`config.mk`:
```
export PLATFORM = sky130hd
export DESIGN_NAME = mwde_mul_cell
export DESIGN_NICKNAME = d
export VERILOG_FILES = /design/src/rtl/core/mwde_pkg.sv /design/src/rtl/core/mwde_mul_cell.sv
export SDC_FILE = /design/constraint.sdc
export NUM_CORES = 2
export LEC_CHECK = 0
export BUFFER_PORTS_ARGS = -buffer_cell sky130_fd_sc_hd__buf_2
export CAP_MARGIN = 20
export CORE_ASPECT_RATIO = 0.8
export CORE_MARGIN = 2
export CORE_UTILIZATION = 41
export CTS_CLUSTER_DIAMETER = 100
export CTS_CLUSTER_SIZE = 30
export DETAILED_ROUTE_END_ITERATION = 16
export GPL_ROUTABILITY_DRIVEN = 0
export PLACE_DENSITY = 0.64
export SLEW_MARGIN = 40
export SYNTH_ARGS = -nofsm -noshare
export SYNTH_HDL_FRONTEND = slang
export SYNTH_SLANG_ARGS = --single-unit
```
`constraint.sdc`:
```
create_clock -name i_clk -period 8.4 [get_ports i_clk]
set_clock_uncertainty 0.05 [all_clocks]
set_input_delay 0.42 -clock i_clk [delete_from_list [all_inputs] [get_ports i_clk]]
set_output_delay 0.42 -clock i_clk [all_outputs]
set_load 0.03 [all_outputs]
```
`src/rtl/core/mwde_pkg.sv`:
```
// Shared constants for the moving window deconvolution energy block.
`default_nettype none
package mwde_pkg;
    localparam int MAX_WINDOW = 1024;
    localparam int PTR_W      = $clog2(MAX_WINDOW);
    localparam int MAX_TRACE  = 65536;
    localparam int CNT_W      = $clog2(MAX_TRACE) + 1;
    localparam int DIGIT_W    = 26;
    localparam int COEF_W     = 25;
    localparam int CELL_W     = DIGIT_W + COEF_W + 2;
    localparam int ACC_W      = 58;
    localparam int DIV_W      = ACC_W + 1;
    localparam int QUO_W      = DIV_W + 1;

    localparam logic [2:0] REG_WINDOW_M   = 3'd0;
    localparam logic [2:0] REG_WINDOW_L   = 3'd1;
    localparam logic [2:0] REG_INV_TAU    = 3'd2;
    localparam logic [2:0] REG_INV_L      = 3'd3;
    localparam logic [2:0] REG_AMP_START  = 3'd4;
    localparam logic [2:0] REG_AMP_STOP   = 3'd5;
    localparam logic [2:0] REG_BASE_START = 3'd6;
    localparam logic [2:0] REG_BASE_STOP  = 3'd7;
endpackage
`default_nettype wire

```
`src/rtl/core/mwde_mul_cell.sv`:
```
// Multiplier cell: one signed digit times a coefficient plus the carry of its neighbour.
`default_nettype none
module mwde_mul_cell (
    input  wire                                 i_clk,
    input  wire signed [mwde_pkg::DIGIT_W:0]    i_digit,
    input  wire        [mwde_pkg::COEF_W-1:0]   i_coef,
    input  wire signed [mwde_pkg::DIGIT_W:0]    i_carry,
    output logic signed [mwde_pkg::CELL_W-1:0]  o_sum
);
    import mwde_pkg::*;

    logic signed [CELL_W-1:0] r_sum;
    logic signed [CELL_W-1:0] n_sum;

    always_comb begin
        n_sum = CELL_W'(i_digit * $signed({1'b0, i_coef})) + CELL_W'(i_carry);
    end

    always_ff @(posedge i_clk) begin
        r_sum <= n_sum;
    end

    assign o_sum = r_sum;
endmodule
`default_nettype wire

```
==> out/results.ini <==
[cts]
cts.clk_slew.worst_paths_ns = 0.08
cts_setup_buffers = 0
ctsHoldBuffers = 0
htreeDepth = 2
clk_path_buf_depth = 2
cts_buffers = 5
clock-sinks = 53
cts_resized = 0
cts_tree = yes
root_buffer = clkbuf_16

[global_route]
grt_overflow = 0
grt_start_max_net_pins = 28
grt_pass1_wl_um = 115000
grt_pass1_vias = 20367
antenna_found_initial = 9
grt_usage_pct = 22.3

[die]
io_pins = 133
die_w_um = 291
die_y_um = 233
coreArea_um2 = 65400
start_util_pct = 41.2
die_area_um2 = 67800
rows = 84

[timing]
hold_slack_ns = 0.251
tightest_slew_ns = 0.924
setup_viol = 0
fin_crit_ns = 7.63
setup_tns_ns = 0
finalHoldViolCount = 0
period_share_pct = 90.8
rsz0062_at_grt = false
max_freq_ghz = 0.131
slew_viol_final = 0
maxSlewHeadroom_pct = 38.4

[cells_and_area]
drive_above_1_share_pct = 6.39
layout_common_cells = 868 x inv_1, 734 x fa_1, 381 x and2_1
n_fill_cell = 6423
final_nets = 3927
final_common_cell = inv_1
area_delta_synth_final_pct = 6.04
largest_reg_flops = 53

[setup_path]
cp.required_ns = 8.55
worstPathMaxFanout = 27
arrival_ns = 7.78
end_kind = flop
crit_path_start_kind = input port
criticalPathCategory = in -> reg

[routing]
drt_iter0_drc = 1259
wl_per_cell_um = 18.5
routed-via-count = 18472
ant_nets = 0
vias_per_cell = 4.83
drtPass1Iterations = 8
wl_um = 70900
drc = 0

[logic_synthesis]
synth-edff-count = 0
synth.avg_cell_area_um2 = 9.26
syn-num-nets = 3878
yosysWarnings = 0
ys_seq_area_share_pct = 3.94
synth-seq-cells = 53
ys_types = 61
async_flop_share_pct = 0
synth_cells = 2912
ys.flop_type = dfxtp_1
synthesis.area_um2 = 27000

[place]
dp_hpwl_um = 60300
buffer_ports.inserted = 132

[min_path]
hold_path_class = in -> reg

[flow_run]
drv_cap = 0

[run_status]
status = completed

final timing paths:
kind / startpoint / to / cells past startpoint
worst max-delay path: i_coef[3] / o_sum[51] / 22
worst min-delay path: i_carry[0] / o_sum[0] / 2
synth_stat cells (2+ instances only):
cell type  number  area [µm²]
a221oi_1        3        26.3
a21o_1         31         233
and3_1          3        18.8
or3_1           2        12.5
nor3b_1         2        15.0
and2_1        381        2380
a21oi_1        46         230
clkbuf_8        2        27.5
o2111ai_1       3        26.3
nor3_1          7        35.0
nand2_1       319        1200
ha_1          152        1900
a211oi_2        2        25.0
fa_1          734       14700
nor2b_1         6        37.5
clkbuf_1      118         443
nand2b_1        5        31.3
buf_4           2        15.0
or2b_2          2        17.5
xor2_1         16         140
o21a_1          8        60.1
o21ai_0        19        95.1
dfxtp_1        53        1060
o211a_1         2        20.0
xnor2_1        40         350
and3_2          2        15.0
a211oi_1        3        22.5
a21o_2          3        26.3
o21bai_1        4        30.0
nor2_1         25        93.8
a211o_1         3        26.3
o211ai_1        5        37.5
nand4_1         5        31.3
nand3_1         7        35.0
a31oi_1         4        25.0
inv_1         868        3260
cell families (layout without fill, tap and decap cells):
logic type                 Yosys count  after routing  share of synthesized area [%]
xor gates and xnor gates            56             56                           1.82
other                                0              2                              0
AOI/OAI and AO/OA                  154            154                           4.01
buffers and inverters              991           1039                           13.9
adders and majority gates          886            886                           61.6
DFF                                 53             53                           3.94
and+or+nand+nor                    772            772                           14.8
metal layers:
layer / track usage [%] / vias up / part of all wire [%]
li1: - / 8257 / -
met1: 31.8 / 9584 / 45
met2: 34.5 / 552 / 44
met3: 5.67 / 67 / 9.1
met4: 4.49 / 12 / 1.8
met5: 0 / - / 0.11
stage by stage:
stage,instance area (µm²),instances,utilization [%],setup WS [ns]
finish,28600,3822,43.7,0.771
detailed placement,28400,3814,43.5,0.335
global placement,28400,3814,43.5,0.389
CTS,28600,3820,43.7,0.681
floorplan,27000,2912,-,1.50
global route,28600,3821,43.7,0.306
critical path, cell delays in order:
cell,delay (ns)
buf_2,0.46
and2_1,0.28
fa_1,0.51
inv_1,0.21
fa_1,0.46
fa_1,0.58
inv_1,0.06
fa_1,0.50
inv_1,0.05
fa_1,0.55
fa_1,0.43
fa_1,0.48
inv_1,0.04
ha_1,0.36
nand2_1,0.13
nor2_1,0.23
nand3_1,0.24
a211oi_2,0.52
o2111ai_2,0.34
a2111oi_2,0.57
o31a_1,0.22
o311ai_1,0.11
area by class of cell:
type	instances	area, µm²	area share [%]
Inverter	868	3260	11.4
Antenna cell	2	5.00	0.0175
Sequential cell	53	1060	3.71
Multi-Input combinational cell	1868	22100	77.5
Clock inverter	1	5.00	0.0175
Clock buffer	5	125	0.438
Tap cell	860	1080	3.76
Timing Repair Buffer	165	908	3.18
Power is not shown: default switching activity piles up to over one toggle a cycle in this logic, so the estimate is an artifact.
