### src/rtl/core/mwde_pkg.sv
// Shared constants for the moving window deconvolution energy block.
`default_nettype none
package mwde_pkg;
    localparam int MAX_WINDOW = 1024;
    localparam int PTR_W      = $clog2(MAX_WINDOW);
    localparam int MAX_TRACE  = 65536;
    localparam int CNT_W      = $clog2(MAX_TRACE) + 1;
    localparam int DIGIT_W    = 26;
    localparam int COEF_W     = 25;
    localparam int CELL_W     = DIGIT_W + COEF_W + 2;
    localparam int ACC_W      = 58;
    localparam int DIV_W      = ACC_W + 1;
    localparam int QUO_W      = DIV_W + 1;

    localparam logic [2:0] REG_WINDOW_M   = 3'd0;
    localparam logic [2:0] REG_WINDOW_L   = 3'd1;
    localparam logic [2:0] REG_INV_TAU    = 3'd2;
    localparam logic [2:0] REG_INV_L      = 3'd3;
    localparam logic [2:0] REG_AMP_START  = 3'd4;
    localparam logic [2:0] REG_AMP_STOP   = 3'd5;
    localparam logic [2:0] REG_BASE_START = 3'd6;
    localparam logic [2:0] REG_BASE_STOP  = 3'd7;
endpackage
`default_nettype wire

### src/rtl/core/mwde_div.sv
// Bit-serial divider giving a window average rounded to nearest, ties away from zero.
`default_nettype none
module mwde_div (
    input  wire                                 i_clk,
    input  wire                                 i_rst_n,
    input  wire                                 i_start,
    input  wire signed [mwde_pkg::ACC_W-1:0]    i_sum,
    input  wire        [15:0]                   i_count,
    output logic                                o_done,
    output logic signed [mwde_pkg::QUO_W-1:0]   o_quot
);
    import mwde_pkg::*;

    logic [DIV_W-1:0] r_quo;
    logic [15:0]      r_rem;
    logic [15:0]      r_den;
    logic             r_neg;
    logic [6:0]       r_steps;
    logic             r_busy;
    logic             r_done;
    logic [16:0]      trial;
    logic             fits;
    logic [DIV_W-1:0] mag;

    always_comb begin
        mag   = i_sum[ACC_W-1] ? DIV_W'(-i_sum) : DIV_W'(i_sum);
        trial = {r_rem, r_quo[DIV_W-1]};
        fits  = trial >= {1'b0, r_den};
    end

    always_ff @(posedge i_clk) begin
        if (!i_rst_n) begin
            r_busy <= 1'b0;
            r_done <= 1'b0;
        end else begin
            r_done <= 1'b0;
            if (i_start) begin
                r_busy  <= 1'b1;
                r_steps <= 7'(DIV_W);
                r_quo   <= mag + DIV_W'(i_count[15:1]);
                r_rem   <= '0;
                r_den   <= i_count;
                r_neg   <= i_sum[ACC_W-1];
            end else if (r_busy) begin
                r_rem   <= fits ? 16'(trial - {1'b0, r_den}) : trial[15:0];
                r_quo   <= {r_quo[DIV_W-2:0], fits};
                r_steps <= r_steps - 7'd1;
                if (r_steps == 7'd1) begin
                    r_busy <= 1'b0;
                    r_done <= 1'b1;
                end
            end
        end
    end

    assign o_done = r_done;
    assign o_quot = r_neg ? -$signed({1'b0, r_quo}) : $signed({1'b0, r_quo});

`ifndef ASSERT_OFF
    a_done_after_busy: assert property (@(posedge i_clk) disable iff (!i_rst_n)
        r_done |-> $past(r_busy))
        else $error("divider finished without running");
    a_steps_bounded: assert property (@(posedge i_clk) disable iff (!i_rst_n)
        r_busy |-> (r_steps != 7'd0 && r_steps <= 7'(DIV_W)))
        else $error("divider step count out of range");
    a_rem_below_den: assert property (@(posedge i_clk) disable iff (!i_rst_n)
        (r_busy && !$past(i_start)) |-> (r_rem < r_den))
        else $error("divider remainder not reduced");
`endif
endmodule
`default_nettype wire

### config.mk
export PLATFORM = sky130hd
export DESIGN_NAME = mwde_div
export DESIGN_NICKNAME = d
export VERILOG_FILES = /design/src/rtl/core/mwde_pkg.sv /design/src/rtl/core/mwde_div.sv
export SDC_FILE = /design/constraint.sdc
export NUM_CORES = 1
export LEC_CHECK = 0
export BUFFER_PORTS_ARGS = -buffer_cell sky130_fd_sc_hd__buf_2
export CAP_MARGIN = 20
export CORE_ASPECT_RATIO = 1.25
export CORE_MARGIN = 2
export CORE_UTILIZATION = 50
export CTS_CLUSTER_DIAMETER = 80
export CTS_CLUSTER_SIZE = 28
export DETAILED_ROUTE_END_ITERATION = 8
export PLACE_DENSITY = 0.71
export SETUP_SLACK_MARGIN = 0.5
export SYNTH_ARGS = -nofsm -noshare
export SYNTH_HDL_FRONTEND = slang
export SYNTH_SLANG_ARGS = --single-unit
export TNS_END_PERCENT = 1
### constraint.sdc
create_clock -name i_clk -period 6.3 [get_ports i_clk]
set_clock_uncertainty 0.05 [all_clocks]
set_input_delay 0.315 -clock i_clk [delete_from_list [all_inputs] [get_ports i_clk]]
set_output_delay 0.315 -clock i_clk [all_outputs]
set_load 0.03 [all_outputs]
==> results.toml, run 1 <==
[sta]
report.final.slew_viol_count = 0
worst_slack_ns = 1.62
post-route-period-util_pct = 74.2
maxSlewHeadroom_pct = 27.1
rsz0062_at_grt = "false"
timing.setup.tns_ns = 0
min_period_ns = 4.68
hold_viol = 0
worst_pin_slew_ns = 1.09
holdWs_ns = 0.0917
fmax_ghz = 0.214
setup_viol = 0

[global_routing]
antenna_found_initial = 0
grt_pass1_wl_um = 43300
gr-usage-all-layers_pct = 25.9
grt_util_met2_pct = 42.3
grt_overflow = 0
grt_pass1_vias = 8231
use_met3_pct = 3.38
busiest_layer = "met2"
global_route.usage.met1_pct = 36.2
grt_max_degree = 84

[detailed_routing]
num_vias = 8945
antenna_left = 0
wirelength_um = 27500
vias_per_cell = 6.10
detail_route.wl_per_cell_um = 18.8
dr.pass1.iters = 5
drt_iter0_markers = 686
drc = 0

[clock_network]
cts_inserted_buffers = 9
cts_hold_buf = 0
cts.clk_slew.worst_paths_ns = 0.07
clock_latency_ns = 0.36
tritoncts = "done"
cts_resized = 0
htreeDepth = 3
cts_sinks = 101
post_cts.repair.setup_buffers = 0
clock-root-buffer = "clkbuf_16"
clock_path_buffers = 2

[power_and_ir_drop]
leakage_nw = 3.95
power_density_mw_per_mm2 = 210
vdd_ir_drop_max_mv = 0.125

[setup_path]
start_kind = "primary input"
worstPathRequired_ns = 6.35
cp.arrival_ns = 4.73
worstSetupEndpointType = "flip-flop"
crit_fanout = 6
criticalPathCategory = "in2reg"
worstRegToRegCells = 11

[synth]
syn_area_per_cell_um2 = 9.07
yosys_warnings = 0
syn_inst = 1090
syn-num-nets = 1205
synth-edff-count = 99
ys_seq_area_share_pct = 30.5
synthArstFlopShare_pct = 0
yosysTopAreaCell = "edfxtp_1"
ys_ff_latch = 101
synth_area_leaders = "edfxtp_1 30%, xnor2_1 11%, mux2_2 5.0%, ha_1 4.6%, xor2_1 3.2%"
synth_top_area_share_pct = 30.1
syn-cell-area_mm2 = 0.00988
yosysUniqueCellTypes = 77
synthFlopType = "edfxtp_1"

[min_path]
hold_depth = 1
hp-class = "in2reg"

[cells_and_area]
seq_area_mm2 = 0.00301
layout_common_cells = "137 x buf_2, 128 x xnor2_1, 99 x edfxtp_1"
antenna_cells = 0
area_growth_pct = 12.4
nets = 1311
nFillCells = 1816
layout-drive-gt1-share_pct = 20.7
mostFrequentLayoutCell = "buf_2"
multi_input_area_mm2 = 0.00652

[floorplanning]
num_io_pins = 138
dieArea_mm2 = 0.0209
start_util_pct = 50.9
core_area_mm2 = 0.0194
die_h_um = 161
rows = 57
die_x_um = 130

[placed_design]
dp_slack_ns = 1.29
hpwl_um = 21200
numPortBuffers = 137
place.gp.congestion = 0.916

[outcome]
outcome = "finished clean"

[job]
maxCapViolations = 0
==> worst paths after layout <==
kind | from | endpoint | slack (ns)
max | i_sum[0] | r_quo[49] | 1.62
min reg2reg | r_busy | o_done | 0.41
max reg2reg | r_rem[0] | r_rem[2] | 2.66
min | i_count[0] | r_den[0] | 0.09
==> metrics by stage <==
step / cells / utilization (%) / power (mW) / area, um2
floorplan: 1090 / - / 1.48 / 9880
global placement: 1450 / 55.5 / 1.70 / 10800
detailed placement: 1450 / 55.5 / 1.72 / 10800
CTS: 1466 / 57.2 / 2.33 / 11100
global route: 1466 / 57.2 / 2.44 / 11100
finish: 1466 / 57.2 / 2.33 / 11100
==> layout make-up <==
cell class                 instances  share of cell area, %
sequential                       101                   27.1
multi-input combinational        898                   58.7
timing repair buffer             148                   6.92
clock inverter                     7                  0.947
clock buffer                       9                   2.03
inverter                          38                   1.28
tap                              265                   2.99
==> kinds of logic after synthesis <==
group / after synthesis / synth area share, %
XOR/XNOR: 164 / 14.5
multiplexers: 56 / 6.23
AO/OA/AOI/OAI: 236 / 16.7
AND/OR/NAND/NOR: 404 / 23.5
adder cells (fa/ha/maj): 38 / 4.96
flip-flops: 101 / 30.5
buffers and inverters: 91 / 3.63
==> flip-flops by register name, summed over array words and instances (netlist names) <==
register and flops:
r_den 16, r_rem 16, r_quo 59, o_done 1, r_neg 1, r_busy 1, r_steps 7
==> worst max-delay path, cell delays in order <==
cell and delay, ns:
buf_2 0.15, inv_1 0.09, ha_1 0.22, inv_1 0.12, o31ai_1 0.26, xnor2_1 0.15, ha_1 0.39, and2_1 0.18
a311oi_1 0.07, a21boi_0 0.41, o31ai_1 0.22, o31ai_1 0.73, nand4_2 0.35, nor4_4 0.46, a21oi_1 0.15, nand4b_1 0.12
or3b_1 0.35
==> synth_stat cells, types with 4 or more instances <==
master,number
mux2_2,44
nand2b_1,22
nor3b_1,5
o21ai_0,53
and3_1,8
o31ai_1,31
clkbuf_1,41
or2_2,8
or4_4,5
or4_1,16
a21o_1,11
and2_1,8
buf_2,5
nor4_4,6
o21ai_1,6
and4_1,9
nand3_1,28
xor2_1,36
nand4_1,22
nand2_1,79
inv_1,37
o21a_1,7
nand3b_1,4
a211oi_1,6
nor2b_1,12
edfxtp_1,99
ha_1,36
nor4_1,20
or3_1,17
nor2_1,72
a31oi_1,10
mux2i_1,12
xnor2_1,128
nor3_1,40
a21oi_1,39
a41oi_1,9
buf_1,5
o41ai_1,24
==> layer usage <==
metal	vias up	part of all wire, %
met5	-	0
met4	0	1.7
met3	31	7.0
met2	343	48
met1	4251	43
li1	4320	-
==> report_power, final <==
part / leakage (nW) / internal (mW) / total (mW) / switching, mW
logic: 2.83 / 0.322 / 0.835 / 0.513
clock network: 0.158 / 0.354 / 0.615 / 0.261
registers: 0.956 / 0.818 / 0.877 / 0.0589
No activity file was read; power rests on OpenSTA's default activity.
==> run 2: changes to the inputs <==
--- a/config.mk
+++ b/config.mk
@@ -13,7 +13,7 @@
 export CTS_CLUSTER_DIAMETER = 80
 export CTS_CLUSTER_SIZE = 28
 export DETAILED_ROUTE_END_ITERATION = 8
-export PLACE_DENSITY = 0.71
+export PLACE_DENSITY = 0.74
 export SETUP_SLACK_MARGIN = 0.5
 export SYNTH_ARGS = -nofsm -noshare
 export SYNTH_HDL_FRONTEND = slang
==> constraint.sdc (replaced) <==
create_clock -name i_clk -period 4.2 [get_ports i_clk]
set_clock_uncertainty 0.05 [all_clocks]
set_input_delay 0.21 -clock i_clk [delete_from_list [all_inputs] [get_ports i_clk]]
set_output_delay 0.21 -clock i_clk [all_outputs]
set_load 0.03 [all_outputs]
==> results.toml, run 2 (same netlist as run 1, synthesis figures left out) <==
[sta]
rsz0062_at_grt = "true"
worst_slack_ns = -0.0104
report.final.slew_viol_count = 0
setup_viol = 2
timing.setup.tns_ns = -0.0150
post-route-period-util_pct = 100
maxSlewHeadroom_pct = 41.4
min_period_ns = 4.21
hold_viol = 0
fmax_ghz = 0.238
worst_pin_slew_ns = 0.879

[cells_and_area]
mostFrequentLayoutCell = "xnor2_1"
layout_common_cells = "126 x xnor2_1, 120 x buf_2, 99 x edfxtp_1"
antenna_cells = 0
layout-drive-gt1-share_pct = 25.7
area_growth_pct = 18.4
postLayoutCoreUtil_pct = 60.3
top_regs = "r_quo (59), r_den (16), r_rem (16)"
max_flop_register = "r_quo"
nets = 1357
largest_reg_flops = 59
nFillCells = 1687

[clock_network]
htreeDepth = 3
clock-root-buffer = "clkbuf_16"
cts_inserted_buffers = 9
clock_latency_ns = 0.35
clock_path_buffers = 2
cts_sinks = 101
cts.clk_slew.worst_paths_ns = 0.07
tritoncts = "done"

[detailed_routing]
dr.pass1.iters = 5
wirelength_um = 27700
vias_per_cell = 6.03
drt_iter0_markers = 744
drc = 0
num_vias = 9118
antenna_left = 0
detail_route.wl_per_cell_um = 18.3

[outcome]
outcome = "finished with violations"
violations = "negative setup slack"

[floorplanning]
die_h_um = 161
dieArea_mm2 = 0.0209
num_io_pins = 138
die_x_um = 130
start_util_pct = 50.9
rows = 57
core_area_mm2 = 0.0194

[setup_path]
path_delay_family = "simple AND/OR/NAND/NOR gates"
start_kind = "flip-flop"
critPathBufInv = 1
r2r_slack_ns = 0.69
crit_path_cell_trace = "or4_4, nor4_4, and2b_2, nand4_4, or2_4, or4_4, or4_4, or2_4, o31ai_2, xnor2_1, buf_4"
cp.arrival_ns = 3.95
worstSetupEndpointType = "output port"
worstPathRequired_ns = 3.94
worst_path_largest_cell_delay_ns = 0.59
criticalPathCategory = "reg2out"
crit_fanout = 7
slowest_stage = "or4_4"
path_common_cell = "or4_4"

[global_routing]
grt_overflow = 0
gr-usage-all-layers_pct = 26.0
grt_pass1_wl_um = 43500
grt_max_degree = 61
antenna_found_initial = 0
grt_pass1_vias = 8337

[job]
maxCapViolations = 0

[power_and_ir_drop]
power.total_mw = 3.43
vdd_ir_drop_max_mv = 0.188
power_density_mw_per_mm2 = 293
leakage_nw = 4.25

[placed_design]
numPortBuffers = 137
place.gp.congestion = 0.978
hpwl_um = 21400

[min_path]
hp-class = "in2reg"
[run 2: per-layer routing]
layer	track usage (%)	part of all wire (%)
met3	2.29	5.4
met4	9.48	3.4
met1	35.8	44
met5	0	0
met2	42.6	48
[run 2: power by group]
| part | leakage, nW | switching (mW) | internal [mW] |
|---|---|---|---|
| Sequential | 0.956 | 0.0884 | 1.23 |
| Combinational | 3.16 | 0.793 | 0.531 |
| Clock | 0.128 | 0.387 | 0.404 |
| Total | 4.25 | 1.27 | 2.16 |
[run 2: worst paths after layout]
check	cells past startpoint	from	end
setup / recovery	11	r_quo[17]	o_quot[52]
setup reg to reg	10	r_rem[0]	r_quo[0]
hold reg to reg	2	r_busy	o_done
hold / removal	1	i_count[12]	r_den[12]
[run 2: layout make-up]
| type | instances | area, um2 | share of cell area, % |
|---|---|---|---|
| clock buffers | 9 | 225 | 1.92 |
| inverters | 38 | 143 | 1.22 |
| clock inverters | 7 | 48.8 | 0.417 |
| multi-input cells | 898 | 6770 | 57.8 |
| repair buffers | 194 | 1170 | 10.0 |
| flip-flops and latches | 101 | 3010 | 25.8 |
| well taps | 265 | 332 | 2.83 |
[run 2: repair_timing]
item / CTS / global route
hold buffers: 1 / 0
pin swaps: 0 / 28
endpoints found under the hold margin: 1 / 0
setup endpoints to repair: 29 / 68
gates cloned: 0 / 0
resized for setup: 7 / 54
setup buffers: 4 / 0
[run 2: per-stage QoR]
stage          cell area (um2)  setup WS (ns)  instances  hold WS [ns]
2_1_floorplan            10000          0.220       1090         0.259
3_3_place_gp             11100         0.0652       1491         0.358
3_5_place_dp             11100        -0.0105       1491         0.350
4_1_cts                  11500        0.00651       1512        0.0140
5_1_grt                  11700         -0.191       1512        0.0166
6_report                 11700        -0.0104       1512        0.0181
